File: config.mk
export PLATFORM = sky130hd
export DESIGN_NAME = spi_baud_divisor_search_unit
export DESIGN_NICKNAME = d
export VERILOG_FILES = /design/src/rtl/core/spibd_pkg.sv /design/src/rtl/core/spi_baud_divisor_search_unit.sv
export VERILOG_INCLUDE_DIRS = /design/src /design/src/rtl/core
export SDC_FILE = /design/constraint.sdc
export NUM_CORES = 1
export LEC_CHECK = 0
export ABC_AREA = 1
export BUFFER_PORTS_ARGS = -buffer_cell sky130_fd_sc_hd__buf_2
export CAP_MARGIN = 20
export CORE_ASPECT_RATIO = 1.25
export CORE_MARGIN = 10
export CORE_UTILIZATION = 60
export CTS_CLUSTER_SIZE = 16
export DETAILED_ROUTE_END_ITERATION = 8
export PLACE_DENSITY = 0.81
export SYNTH_ARGS = -nofsm -noshare
export SYNTH_HDL_FRONTEND = slang
export SYNTH_SLANG_ARGS = --single-unit
File: constraint.sdc
create_clock -name clk -period 15.66 [get_ports clk]
set_clock_uncertainty 0.1 [all_clocks]
set_input_delay 4.698 -clock clk [delete_from_list [all_inputs] [get_ports clk]]
set_output_delay 4.698 -clock clk [all_outputs]
set_load 0.005 [all_outputs]
File: src/rtl/core/assert_macros.svh
// ----------------------------------------------------------------------------
// Assertion macros
// Shared concurrent assertion forms, sampled on clk and disabled in reset.
// ----------------------------------------------------------------------------
`ifndef ASSERT_MACROS_SVH
`define ASSERT_MACROS_SVH

// The consequent must hold in the same cycle as the antecedent.
`define ASSERT_SAME(label, ante, cons) \
	label: assert property (@(posedge clk) disable iff (!arst_n) (ante) |-> (cons)) \
		else $error("assertion failed");

// The consequent must hold in the cycle after the antecedent.
`define ASSERT_NEXT(label, ante, cons) \
	label: assert property (@(posedge clk) disable iff (!arst_n) (ante) |=> (cons)) \
		else $error("assertion failed");

`endif

File: src/rtl/core/spibd_pkg.sv
// ----------------------------------------------------------------------------
// SPI baud divisor search package
// Widths, table sizes and register constants of the divisor search unit.
// ----------------------------------------------------------------------------
package spibd_pkg;

	localparam int NUM_SCALERS    = 9;
	localparam int NUM_PRESCALERS = 8;

	localparam int KHZ_W    = 22;
	localparam int BAUD_W   = 32;
	localparam int PRE_W    = 3;
	localparam int SCL_W    = 4;
	localparam int PADDR_W  = 3;
	localparam int PDATA_W  = 32;

	localparam logic [KHZ_W-1:0]  KHZ_RESET = KHZ_W'(24000);
	localparam logic [BAUD_W-1:0] KHZ_TO_HZ = BAUD_W'(1000);

	// Register index of the bus clock register.
	localparam logic REG_BUS_CLOCK_KHZ = 1'b0;

	// Quotient bits resolved per divider cycle.
	localparam int DIV_STEP = 8;
	localparam int DIV_CYCLES = BAUD_W / DIV_STEP;

endpackage

File: src/rtl/core/spi_baud_divisor_search_unit.sv
// Flow: an accepted item passes the multiply step, the divider steps, the candidate
// compare steps and the writeback step, which waits while out_valid is held unread.
// A new item is accepted only in idle, after writeback, as the divider and comparator are shared.
// A finished result may wait in the output register while the next item runs.
// Reset: arst_n clears the sequencer and out_valid and sets bus_clock_khz to 24000.
// ----------------------------------------------------------------------------
// SPI baud divisor search unit
// Finds the prescaler and power-of-two scaler pair whose baud best matches
// the requested rate, using one shared divider and one shared comparator.
// ----------------------------------------------------------------------------
`include "assert_macros.svh"

module spi_baud_divisor_search_unit (
	input  logic                              clk,
	input  logic                              arst_n,
	input  logic                              psel,
	input  logic                              penable,
	input  logic                              pwrite,
	input  logic [spibd_pkg::PADDR_W-1:0]     paddr,
	input  logic [spibd_pkg::PDATA_W-1:0]     pwdata,
	output logic [spibd_pkg::PDATA_W-1:0]     prdata,
	output logic                              pready,
	input  logic                              in_valid,
	output logic                              in_ready,
	input  logic [spibd_pkg::BAUD_W-1:0]      target_baud,
	output logic                              out_valid,
	input  logic                              out_ready,
	output logic [spibd_pkg::PRE_W-1:0]       prescale_index,
	output logic [spibd_pkg::SCL_W-1:0]       scale_index,
	output logic [spibd_pkg::BAUD_W-1:0]      achieved_baud,
	output logic                              too_fast
);
	import spibd_pkg::*;

	typedef enum logic [2:0] {
		ST_IDLE,
		ST_MUL,
		ST_DIV,
		ST_SRCH,
		ST_WB
	} state_t;

	localparam int DCNT_W = $clog2(DIV_CYCLES);
	localparam int SHAMT_W = $clog2(BAUD_W) + 1;

	state_t                  state_q;
	logic [KHZ_W-1:0]        khz_q;
	logic [BAUD_W-1:0]       target_q;
	logic [BAUD_W-1:0]       bus_hz_q;
	logic [BAUD_W-1:0]       dvd_q;
	logic [BAUD_W-1:0]       quot_q;
	logic [PRE_W-1:0]        rem_q;
	logic [DCNT_W-1:0]       dcnt_q;
	logic [PRE_W-1:0]        p_cnt_q;
	logic [SCL_W-1:0]        s_cnt_q;
	logic [BAUD_W-1:0]       q_arr_q [NUM_PRESCALERS];
	logic [BAUD_W-1:0]       best_diff_q;
	logic [BAUD_W-1:0]       best_q_q;
	logic [PRE_W-1:0]        best_p_q;
	logic [SCL_W-1:0]        best_s_q;
	logic                    out_valid_q;
	logic [PRE_W-1:0]        pre_idx_q;
	logic [SCL_W-1:0]        scl_idx_q;
	logic [BAUD_W-1:0]       achieved_q;
	logic                    too_fast_q;

	logic                    cfg_wr;
	logic [BAUD_W-1:0]       hz_prod;
	logic [PRE_W:0]          divisor;
	logic [PRE_W-1:0]        rem_nxt;
	logic [BAUD_W-1:0]       dvd_nxt;
	logic [DIV_STEP-1:0]     qbits;
	logic [SHAMT_W-1:0]      shamt;
	logic [BAUD_W-1:0]       q_cand;
	logic [BAUD_W-1:0]       diff;
	logic                    first_cand;
	logic                    better;

	assign pready = 1'b1;
	assign cfg_wr = psel & penable & pwrite & (paddr[PADDR_W-1] == REG_BUS_CLOCK_KHZ);

	always_comb begin
		prdata = '0;
		if (paddr[PADDR_W-1] == REG_BUS_CLOCK_KHZ) begin
			prdata = PDATA_W'(khz_q);
		end
	end

	always_ff @(posedge clk or negedge arst_n) begin
		if (!arst_n) begin
			khz_q <= KHZ_RESET;
		end else if (cfg_wr) begin
			khz_q <= pwdata[KHZ_W-1:0];
		end
	end

	assign hz_prod = BAUD_W'(khz_q) * KHZ_TO_HZ;
	assign divisor = {1'b0, p_cnt_q} + (PRE_W+1)'(1);

	always_comb begin
		logic [PRE_W:0] rem_ext;
		rem_nxt = rem_q;
		dvd_nxt = dvd_q;
		qbits = '0;
		rem_ext = '0;
		for (int k = 0; k < DIV_STEP; k++) begin
			rem_ext = {rem_nxt, dvd_nxt[BAUD_W-1]};
			dvd_nxt = {dvd_nxt[BAUD_W-2:0], 1'b0};
			if (rem_ext >= divisor) begin
				rem_ext = rem_ext - divisor;
				qbits = {qbits[DIV_STEP-2:0], 1'b1};
			end else begin
				qbits = {qbits[DIV_STEP-2:0], 1'b0};
			end
			rem_nxt = rem_ext[PRE_W-1:0];
		end
	end

	assign shamt = SHAMT_W'(s_cnt_q) + SHAMT_W'(1);
	assign q_cand = q_arr_q[p_cnt_q] >> shamt;
	assign diff = (q_cand > target_q) ? (q_cand - target_q) : (target_q - q_cand);
	assign first_cand = (p_cnt_q == '0) && (s_cnt_q == '0);
	assign better = first_cand || (diff < best_diff_q);

	always_ff @(posedge clk or negedge arst_n) begin
		if (!arst_n) begin
			state_q <= ST_IDLE;
			out_valid_q <= 1'b0;
			dcnt_q <= '0;
			p_cnt_q <= '0;
			s_cnt_q <= '0;
			rem_q <= '0;
			target_q <= '0;
			bus_hz_q <= '0;
			dvd_q <= '0;
			quot_q <= '0;
			best_diff_q <= '0;
			best_q_q <= '0;
			best_p_q <= '0;
			best_s_q <= '0;
			pre_idx_q <= '0;
			scl_idx_q <= '0;
			achieved_q <= '0;
			too_fast_q <= 1'b0;
			for (int i = 0; i < NUM_PRESCALERS; i++) begin
				q_arr_q[i] <= '0;
			end
		end else begin
			if (out_valid_q && out_ready && (state_q != ST_WB)) begin
				out_valid_q <= 1'b0;
			end
			case (state_q)
				ST_IDLE: begin
					if (in_valid) begin
						target_q <= target_baud;
						state_q <= ST_MUL;
					end
				end
				ST_MUL: begin
					bus_hz_q <= hz_prod;
					dvd_q <= hz_prod;
					rem_q <= '0;
					dcnt_q <= '0;
					p_cnt_q <= '0;
					state_q <= ST_DIV;
				end
				ST_DIV: begin
					quot_q <= {quot_q[BAUD_W-DIV_STEP-1:0], qbits};
					dcnt_q <= dcnt_q + DCNT_W'(1);
					if (dcnt_q == DCNT_W'(DIV_CYCLES - 1)) begin
						q_arr_q[p_cnt_q] <= {quot_q[BAUD_W-DIV_STEP-1:0], qbits};
						dvd_q <= bus_hz_q;
						rem_q <= '0;
						if (p_cnt_q == PRE_W'(NUM_PRESCALERS - 1)) begin
							p_cnt_q <= '0;
							s_cnt_q <= '0;
							state_q <= ST_SRCH;
						end else begin
							p_cnt_q <= p_cnt_q + PRE_W'(1);
						end
					end else begin
						dvd_q <= dvd_nxt;
						rem_q <= rem_nxt;
					end
				end
				ST_SRCH: begin
					if (better) begin
						best_diff_q <= diff;
						best_q_q <= q_cand;
						best_p_q <= p_cnt_q;
						best_s_q <= s_cnt_q;
					end
					if (p_cnt_q == PRE_W'(NUM_PRESCALERS - 1)) begin
						p_cnt_q <= '0;
						if (s_cnt_q == SCL_W'(NUM_SCALERS - 1)) begin
							s_cnt_q <= '0;
							state_q <= ST_WB;
						end else begin
							s_cnt_q <= s_cnt_q + SCL_W'(1);
						end
					end else begin
						p_cnt_q <= p_cnt_q + PRE_W'(1);
					end
				end
				ST_WB: begin
					if (!out_valid_q || out_ready) begin
						pre_idx_q <= best_p_q;
						scl_idx_q <= best_s_q;
						achieved_q <= best_q_q;
						too_fast_q <= (best_q_q > {1'b0, bus_hz_q[BAUD_W-1:1]});
						out_valid_q <= 1'b1;
						state_q <= ST_IDLE;
					end
				end
				default: begin
					state_q <= ST_IDLE;
				end
			endcase
		end
	end

	assign in_ready = (state_q == ST_IDLE);
	assign out_valid = out_valid_q;
	assign prescale_index = pre_idx_q;
	assign scale_index = scl_idx_q;
	assign achieved_baud = achieved_q;
	assign too_fast = too_fast_q;

	`ASSERT_NEXT(a_busy_after_accept, in_valid && in_ready, !in_ready)
	`ASSERT_SAME(a_scale_in_range, out_valid, scale_index <= SCL_W'(NUM_SCALERS - 1))
	`ASSERT_SAME(a_never_too_fast, out_valid, !too_fast)
	`ASSERT_SAME(a_search_bounds, state_q == ST_SRCH, s_cnt_q <= SCL_W'(NUM_SCALERS - 1))

endmodule
Word-level counts from Yosys, hierarchy flattened
Index checks and enable logic that the tools add are counted.
{"block": "word_totals", "latchBits": 0, "ff_bits": 522, "word_cells": 143, "ram_bits": 0, "output_inout_bits": 75, "mem_bits_ro": 0, "in_bits": 74, "memories": 0}
{"block": "op_classes", "div_mod_pow": 0, "n_mux": 47, "eq_ne": 14, "bitwise": 5, "shifts": 1, "order_cmp": 13, "n_mul": 1, "n_reduce_logical": 20, "n_addsub": 15}
{"op": "bitwise mux 256 bit", "n": 1}
{"op": "2-to-1 mux 32 bit", "n": 5}
{"op": "binary-select mux 32 bit (select 3 bit)", "n": 1}
{"op": "demux 32 bit (select 3 bit)", "n": 1}
{"op": "one-hot mux 32 bit (2 select lines)", "n": 1}
{"op": "subtractor 32 bit", "n": 2}
{"op": "2-to-1 mux 3 bit", "n": 17}
{"op": ">= comparator 4 bit", "n": 8}
{"op": "> comparator 32 x 31 -> 1 bit", "n": 1}
{"op": "> comparator 32 bit", "n": 1}
{"op": "< comparator 32 bit", "n": 1}
{"op": "right shift 32 x 5 -> 32 bit", "n": 1}
{"op": "multiplier 22 x 7 -> 29 bit, second input constant", "n": 1}
{"op": "subtractor 3 bit", "n": 8}
{"op": "2-to-1 mux 22 bit", "n": 1}
{"op": "2-to-1 mux 4 bit", "n": 4}
{"op": "one-hot mux 3 bit (5 select lines)", "n": 1}
{"op": "!= test 2 bit, second input constant", "n": 6}
{"op": "2-to-1 mux 1 bit", "n": 11}
{"op": "AND reduction 2 bit", "n": 5}
{"op": "one-hot mux 3 bit (3 select lines)", "n": 1}
{"op": "one-hot mux 4 bit (2 select lines)", "n": 1}
{"op": "equality test 3 x 2 -> 1 bit, second input constant", "n": 2}
{"op": "equality test 3 bit, second input constant", "n": 2}
{"op": "other kinds (25)", "n": 33}

Logic depth before layout (Yosys ltp)
{"block": "depth", "depth_word": 19, "ltp_mapped": 64, "depth_no_buf": 60}

Worst setup path before layout
OpenSTA, ideal clock, no wires.
{"block": "synth_path", "path_type": "register to register", "startpoint": "register p_cnt_q[0]", "endpoint": "register rem_q[1]", "path_slack_ps": 4247, "t_required_ps": 15427, "stages_incl_launch_ff": 57, "synth_period_minus_slack_ps": 11413, "arrival_ps": 11180, "n_path_buf": 4, "setup_time_ps": 133, "cell_sequence": "dfrtp_1 buf_4 inv_2 buf_4 buf_2 ha_1 inv_1 fa_1 nand2_1 nand2_1 o21ai_1 nand2_1 o21ai_0 inv_1 fa_1 o211ai_1 o21a_1 inv_1 [21 not listed] nand2_1 o21a_1 inv_1 ha_1 a21oi_1 nand2_1 a21oi_1 clkbuf_1 inv_1 o21ai_0 inv_1 fa_1 o21ai_0 a31oi_1 inv_1 a21oi_1 o21ai_0 o21ai_0"}
{"block": "synth_via", "elab_chain_len": 19, "word_cells_on_any_way": 27, "cone_classes": "add/sub: 9; order compare: 8; mux: 10"}
{"item": "from (decl)", "line": "spi_baud_divisor_search_unit.sv:54", "source": "logic [PRE_W-1:0] p_cnt_q;"}
{"item": "from (signal assigned)", "line": "spi_baud_divisor_search_unit.sv:179", "source": "p_cnt_q <= p_cnt_q + PRE_W'(1);"}
{"item": "from (signal assigned)", "line": "spi_baud_divisor_search_unit.sv:202", "source": "p_cnt_q <= p_cnt_q + PRE_W'(1);"}
{"item": "adder 3 x 1 -> 4 bit *", "line": "spi_baud_divisor_search_unit.sv:98", "source": "assign divisor = {1'b0, p_cnt_q} + (PRE_W+1)'(1);"}
{"item": ">= comparator 4 bit / subtractor 3 bit (equally long branches)", "line": "spi_baud_divisor_search_unit.sv:109, spi_baud_divisor_search_unit.sv:110"}
{"item": "2-to-1 mux 3 bit", "line": "spi_baud_divisor_search_unit.sv:109", "source": "if (rem_ext >= divisor) begin"}
{"item": ">= comparator 4 bit / subtractor 3 bit (equally long branches)", "line": "spi_baud_divisor_search_unit.sv:109, spi_baud_divisor_search_unit.sv:110"}
{"item": "2-to-1 mux 3 bit", "line": "spi_baud_divisor_search_unit.sv:109"}
{"item": ">= comparator 4 bit / subtractor 3 bit (equally long branches)", "line": "spi_baud_divisor_search_unit.sv:109, spi_baud_divisor_search_unit.sv:110"}
{"item": "2-to-1 mux 3 bit", "line": "spi_baud_divisor_search_unit.sv:109"}
{"item": ">= comparator 4 bit / subtractor 3 bit (equally long branches)", "line": "spi_baud_divisor_search_unit.sv:109, spi_baud_divisor_search_unit.sv:110"}
{"item": "[3 not listed]"}
{"item": ">= comparator 4 bit / subtractor 3 bit (equally long branches)", "line": "spi_baud_divisor_search_unit.sv:109, spi_baud_divisor_search_unit.sv:110"}
{"item": "2-to-1 mux 3 bit", "line": "spi_baud_divisor_search_unit.sv:109"}
{"item": ">= comparator 4 bit / subtractor 3 bit (equally long branches)", "line": "spi_baud_divisor_search_unit.sv:109, spi_baud_divisor_search_unit.sv:110"}
{"item": "2-to-1 mux 3 bit", "line": "spi_baud_divisor_search_unit.sv:109"}
{"item": ">= comparator 4 bit / subtractor 3 bit (equally long branches)", "line": "spi_baud_divisor_search_unit.sv:109, spi_baud_divisor_search_unit.sv:110"}
{"item": "2-to-1 mux 3 bit *", "line": "spi_baud_divisor_search_unit.sv:109"}
{"item": "2-to-1 mux 3 bit *", "line": "spi_baud_divisor_search_unit.sv:170", "source": "if (dcnt_q == DCNT_W'(DIV_CYCLES - 1)) begin"}
{"item": "one-hot mux 3 bit (2 select lines) *", "line": "spi_baud_divisor_search_unit.sv:152", "source": "case (state_q)"}
{"item": "to (signal assigned)", "line": "spi_baud_divisor_search_unit.sv:183", "source": "rem_q <= rem_nxt;"}
{"item": "to (decl)", "line": "spi_baud_divisor_search_unit.sv:52", "source": "logic [PRE_W-1:0] rem_q;"}
Every way passes the cells marked *; elsewhere a longest branch is shown, timed or not.
A chain may end at the register's enable or synchronous reset.

Final worst setup path
{"block": "layout_path", "startpoint": "register p_cnt_q[0]", "endpoint": "register rem_q[0]"}
{"block": "layout_via", "elab_chain_len": 19, "word_cells_on_any_way": 27, "cone_classes": "add/sub: 9; order compare: 8; mux: 10"}
{"item": "adder 3 x 1 -> 4 bit *", "line": "spi_baud_divisor_search_unit.sv:98"}
{"item": ">= comparator 4 bit / subtractor 3 bit (equally long branches)", "line": "spi_baud_divisor_search_unit.sv:109, spi_baud_divisor_search_unit.sv:110"}
{"item": "2-to-1 mux 3 bit", "line": "spi_baud_divisor_search_unit.sv:109"}
{"item": ">= comparator 4 bit / subtractor 3 bit (equally long branches)", "line": "spi_baud_divisor_search_unit.sv:109, spi_baud_divisor_search_unit.sv:110"}
{"item": "2-to-1 mux 3 bit", "line": "spi_baud_divisor_search_unit.sv:109"}
{"item": ">= comparator 4 bit / subtractor 3 bit (equally long branches)", "line": "spi_baud_divisor_search_unit.sv:109, spi_baud_divisor_search_unit.sv:110"}
{"item": "2-to-1 mux 3 bit", "line": "spi_baud_divisor_search_unit.sv:109"}
{"item": ">= comparator 4 bit / subtractor 3 bit (equally long branches)", "line": "spi_baud_divisor_search_unit.sv:109, spi_baud_divisor_search_unit.sv:110"}
{"item": "[3 not listed]"}
{"item": ">= comparator 4 bit / subtractor 3 bit (equally long branches)", "line": "spi_baud_divisor_search_unit.sv:109, spi_baud_divisor_search_unit.sv:110"}
{"item": "2-to-1 mux 3 bit", "line": "spi_baud_divisor_search_unit.sv:109"}
{"item": ">= comparator 4 bit / subtractor 3 bit (equally long branches)", "line": "spi_baud_divisor_search_unit.sv:109, spi_baud_divisor_search_unit.sv:110"}
{"item": "2-to-1 mux 3 bit", "line": "spi_baud_divisor_search_unit.sv:109"}
{"item": ">= comparator 4 bit", "line": "spi_baud_divisor_search_unit.sv:109"}
{"item": "2-to-1 mux 3 bit *", "line": "spi_baud_divisor_search_unit.sv:109"}
{"item": "2-to-1 mux 3 bit *", "line": "spi_baud_divisor_search_unit.sv:170"}
{"item": "one-hot mux 3 bit (2 select lines) *", "line": "spi_baud_divisor_search_unit.sv:152"}
Marks and branches as above.

==> flow_metrics.env <==
export IMPL_setup_ws_ns=1.83
export IMPL_reg2regPathDepth=53
export IMPL_hold_depth=2
export IMPL_power_mw=6.06
export IMPL_min_path_type="register to register"
export IMPL_share_of_final_layout_standard_cells_stronger_than_drive_strength_1=0.0875
export IMPL_detail_route_antenna_nets=0
export IMPL_detail_route_wirelength_um=96600
export IMPL_min_delay_worst_endpoint="too_fast"
export IMPL_grt_pass1_wl_um=155000
export IMPL_setup_worst_path_start_class="register"
export IMPL_synthFlopType="dfrtp_1"
export IMPL_chipHeight_um=288
export IMPL_slew_of_the_pin_with_the_lowest_slew_margin_ns=1.14
export IMPL_nets=4975
export IMPL_pwr_density_cell_nw_per_um2=163
export IMPL_synth_simple_gate_area_frac=0.255
export IMPL_netlist_area_um2=34400
export IMPL_gr_usage_met1=0.337
export IMPL_crit_slowest_cell="a21oi_1"
export IMPL_critical_path_peak_fanout=26
export IMPL_adder_cell_area_share_of_the_yosys_netlist=0.133
export IMPL_rows=98
export IMPL_die_area_um2=67300
export IMPL_setup_violations=0
export IMPL_port_buffer_count=124
export IMPL_grt_remaining_overflow=0
export IMPL_antenna_diode_count=0
export IMPL_async_reset_ff_frac=1.00
export IMPL_worstPathRequired_ns=16.05
export IMPL_syn_to_final_growth_pct=8.29
export IMPL_p_leak_nw=19.8
export IMPL_drt_vias_per_instance=5.64
export IMPL_number_of_global_route_vias_before_repair=30000
export IMPL_yosysWarningCount=0
export IMPL_grt_antenna_before_repair=1
export IMPL_final_critical_period_ns=13.83
export IMPL_globalRouteMet2Util=0.495
export IMPL_synth_area_mux_share=0.0400
export IMPL_hold_path_startpoint="too_fast"
export IMPL_cts_htree_levels=2
export IMPL_via_count=30300
export IMPL_synth_compound_area_share=0.0990
export IMPL_regToRegEndpoint="rem_q[0]"
export IMPL_dp_cells=5282
export IMPL_root_buffer="clkbuf_16"
export IMPL_synth_enable_flop_cells=0
export IMPL_cts_sinks=509
export IMPL_firstDrtPassIters=6
export IMPL_numCtsBuffers=51
export IMPL_synth_most_common_cell="nand2_1"
export IMPL_synth_seq_cells=509
export IMPL_grt_use_total=0.287
export IMPL_yosysTopAreaCell="dfrtp_1"
export IMPL_main_combinational_cell_family_by_area_after_synthesis="simple AND/OR/NAND/NOR gates"
export IMPL_synth_cell_type_count=50
export IMPL_ir_drop_v=0.000335
export IMPL_fin_util=0.653
export IMPL_worst_setup_path_type="register to register"
export IMPL_place_gp_congestion=0.956
export IMPL_timing_critical_path_to_type="register"
export IMPL_max_freq_ghz=0.0723
export IMPL_critPathMostFrequentCell="inv_1"
export IMPL_max_cap_violations=0
export IMPL_grt_start_max_net_pins=183
export IMPL_post_cts_sizing=0
export IMPL_instances_no_fill=5379
export IMPL_clk_insertion_delay_late_ns=0.63
export IMPL_setup_tns_ns=0
export IMPL_pre_cts_slack_ns=1.34
export IMPL_critPathMaxStageDelay_ns=0.67
export IMPL_hold_viol_final=0
export IMPL_initialDrtViolationCount=2808
export IMPL_tritoncts="done"
export IMPL_synth_top_area_share=0.365
export IMPL_synthesis_instances=4564
export IMPL_core_region_area_um2=57000
export IMPL_maxSlewHeadroom=0.242
export IMPL_setup_repair_after_global_routing_missed_its_margin="no"
export IMPL_worst_r2r_startpoint="p_cnt_q[0]"
export IMPL_grt_use_met3=0.0407
export IMPL_clk_pin_slew_worst_paths_ns=0.06
export IMPL_synth_area_top_cells="dfrtp_1 37%, nand2_1 16%, ha_1 8.2%"
export IMPL_synth_sequential_area_ratio=0.371
export IMPL_reg2reg_slack_ns=1.83
export IMPL_initial_core_utilization=0.603
export IMPL_timing_final_crit_share=0.883
export IMPL_synth_area_per_cell_um2=7.53
export IMPL_die_width_um=234
export IMPL_ioPinCount=149
export IMPL_final_max_slew_violation_count=0
export IMPL_cp_arrival_ns=14.22
export IMPL_dpl_hpwl_um=69400
export IMPL_drt_drc_violations_left=0
export IMPL_clockBufferDepth=3
export IMPL_most_used_layer_global_route="met2"
export IMPL_run_status="completed"
export IMPL_synth_xor_xnor_area_share=0.0130
export IMPL_yosys_top_cells_count="1459 x nand2_1, 550 x inv_1, 502 x dfrtp_1"
export IMPL_drt_wirelength_per_cell_um=18.0
==> worst max-delay path by stage <==
stage | end | slack, ns | from
global route | rem_q[1] | 0.69 | p_cnt_q[0]
detailed placement | rem_q[1] | 1.34 | p_cnt_q[0]
global placement | rem_q[1] | 1.87 | p_cnt_q[0]
floorplan | rem_q[1] | 4.25 | p_cnt_q[0]
finish | rem_q[0] | 1.83 | p_cnt_q[0]
CTS | rem_q[0] | 1.29 | p_cnt_q[0]
==> power by group <==
part	switching, mW	internal, mW	total, mW
combinational	2.15	1.23	3.37
clock	0.546	0.770	1.32
sequential	0.0366	1.33	1.36
total	2.73	3.33	6.06
==> logic make-up (layout without fill, tap and decap cells) <==
kind of cell | Yosys count | in the layout
AOI/OAI and AO/OA | 631 | 631
adders and majority gates | 313 | 313
and+or+nand+nor | 2170 | 2170
DFF | 509 | 509
buffers and inverters | 766 | 821
other | 2 | 12
muxes | 122 | 122
xor gates and xnor gates | 51 | 51
==> critical path, delay by kind of cell, from the launching register on <==
family	cells	cell delay [ns]
and+or+nand+nor	8	1.47
AOI/OAI and AO/OA	24	5.77
adders and majority gates	9	3.78
buffers and inverters	12	2.00
DFF	1	0.60
==> per-layer routing <==
| layer | vias to the layer above | part of all wire |
|---|---|---|
| met4 | 0 | 0.061 |
| met5 | - | 0 |
| met2 | 1058 | 0.49 |
| met1 | 14400 | 0.38 |
| met3 | 301 | 0.061 |
| li1 | 14500 | - |
==> through the flow <==
step                hold slack (ns)  cell area (µm²)
CTS                           0.383            37200
global route                  0.407            37200
detailed placement            0.367            35400
global placement              0.366            35400
floorplan                     0.349            34400
finish                        0.379            37200
==> sequential cells by signal (all words and copies together), names as in the netlist, 4 cells and up <==
name           flops
scale_index        4
achieved_baud     31
s_cnt_q            4
q_arr_q          248
best_diff_q       32
dvd_q             29
target_q          32
quot_q            24
best_q_q          31
best_s_q           4
khz_q             22
bus_hz_q          29
==> timing repair <==
action,in CTS,in global routing
hold buffers,0,0
endpoints found under the hold margin,0,0
buffers inserted,0,3
endpoints found under the setup margin,0,1
==> cell type report <==
type                            count  area (µm²)
Tap cell                          750         938
Multi-Input combinational cell   3299       18700
Timing Repair Buffer              161         921
Clock buffer                       73        1500
Inverter                          566        2130
Fill cell                        4841       19800
Sequential cell                   509       12800
Clock inverter                     21         288
==> cells in the final DEF, fill, tap and decap left out, types with 9 or more instances in the layout <==
cell type     n
nand2_1    1456
nor3_1       16
buf_4        36
o21ai_1      35
ha_1        225
o21ai_0     242
clkbuf_8     10
clkbuf_1     10
nor2_1      330
clkinv_2      9
inv_1       550
dfrtp_1     500
clkbuf_16    53
conb_1       12
fa_1         88
xor2_1       37
nand4_1      27
a221oi_1     14
o21a_1       14
buf_2       123
nand3_1     311
a31oi_1      35
mux2_2      116
o211ai_1     11
a21oi_1     246
xnor2_1      14
No activity file was read; power rests on OpenSTA's default activity.
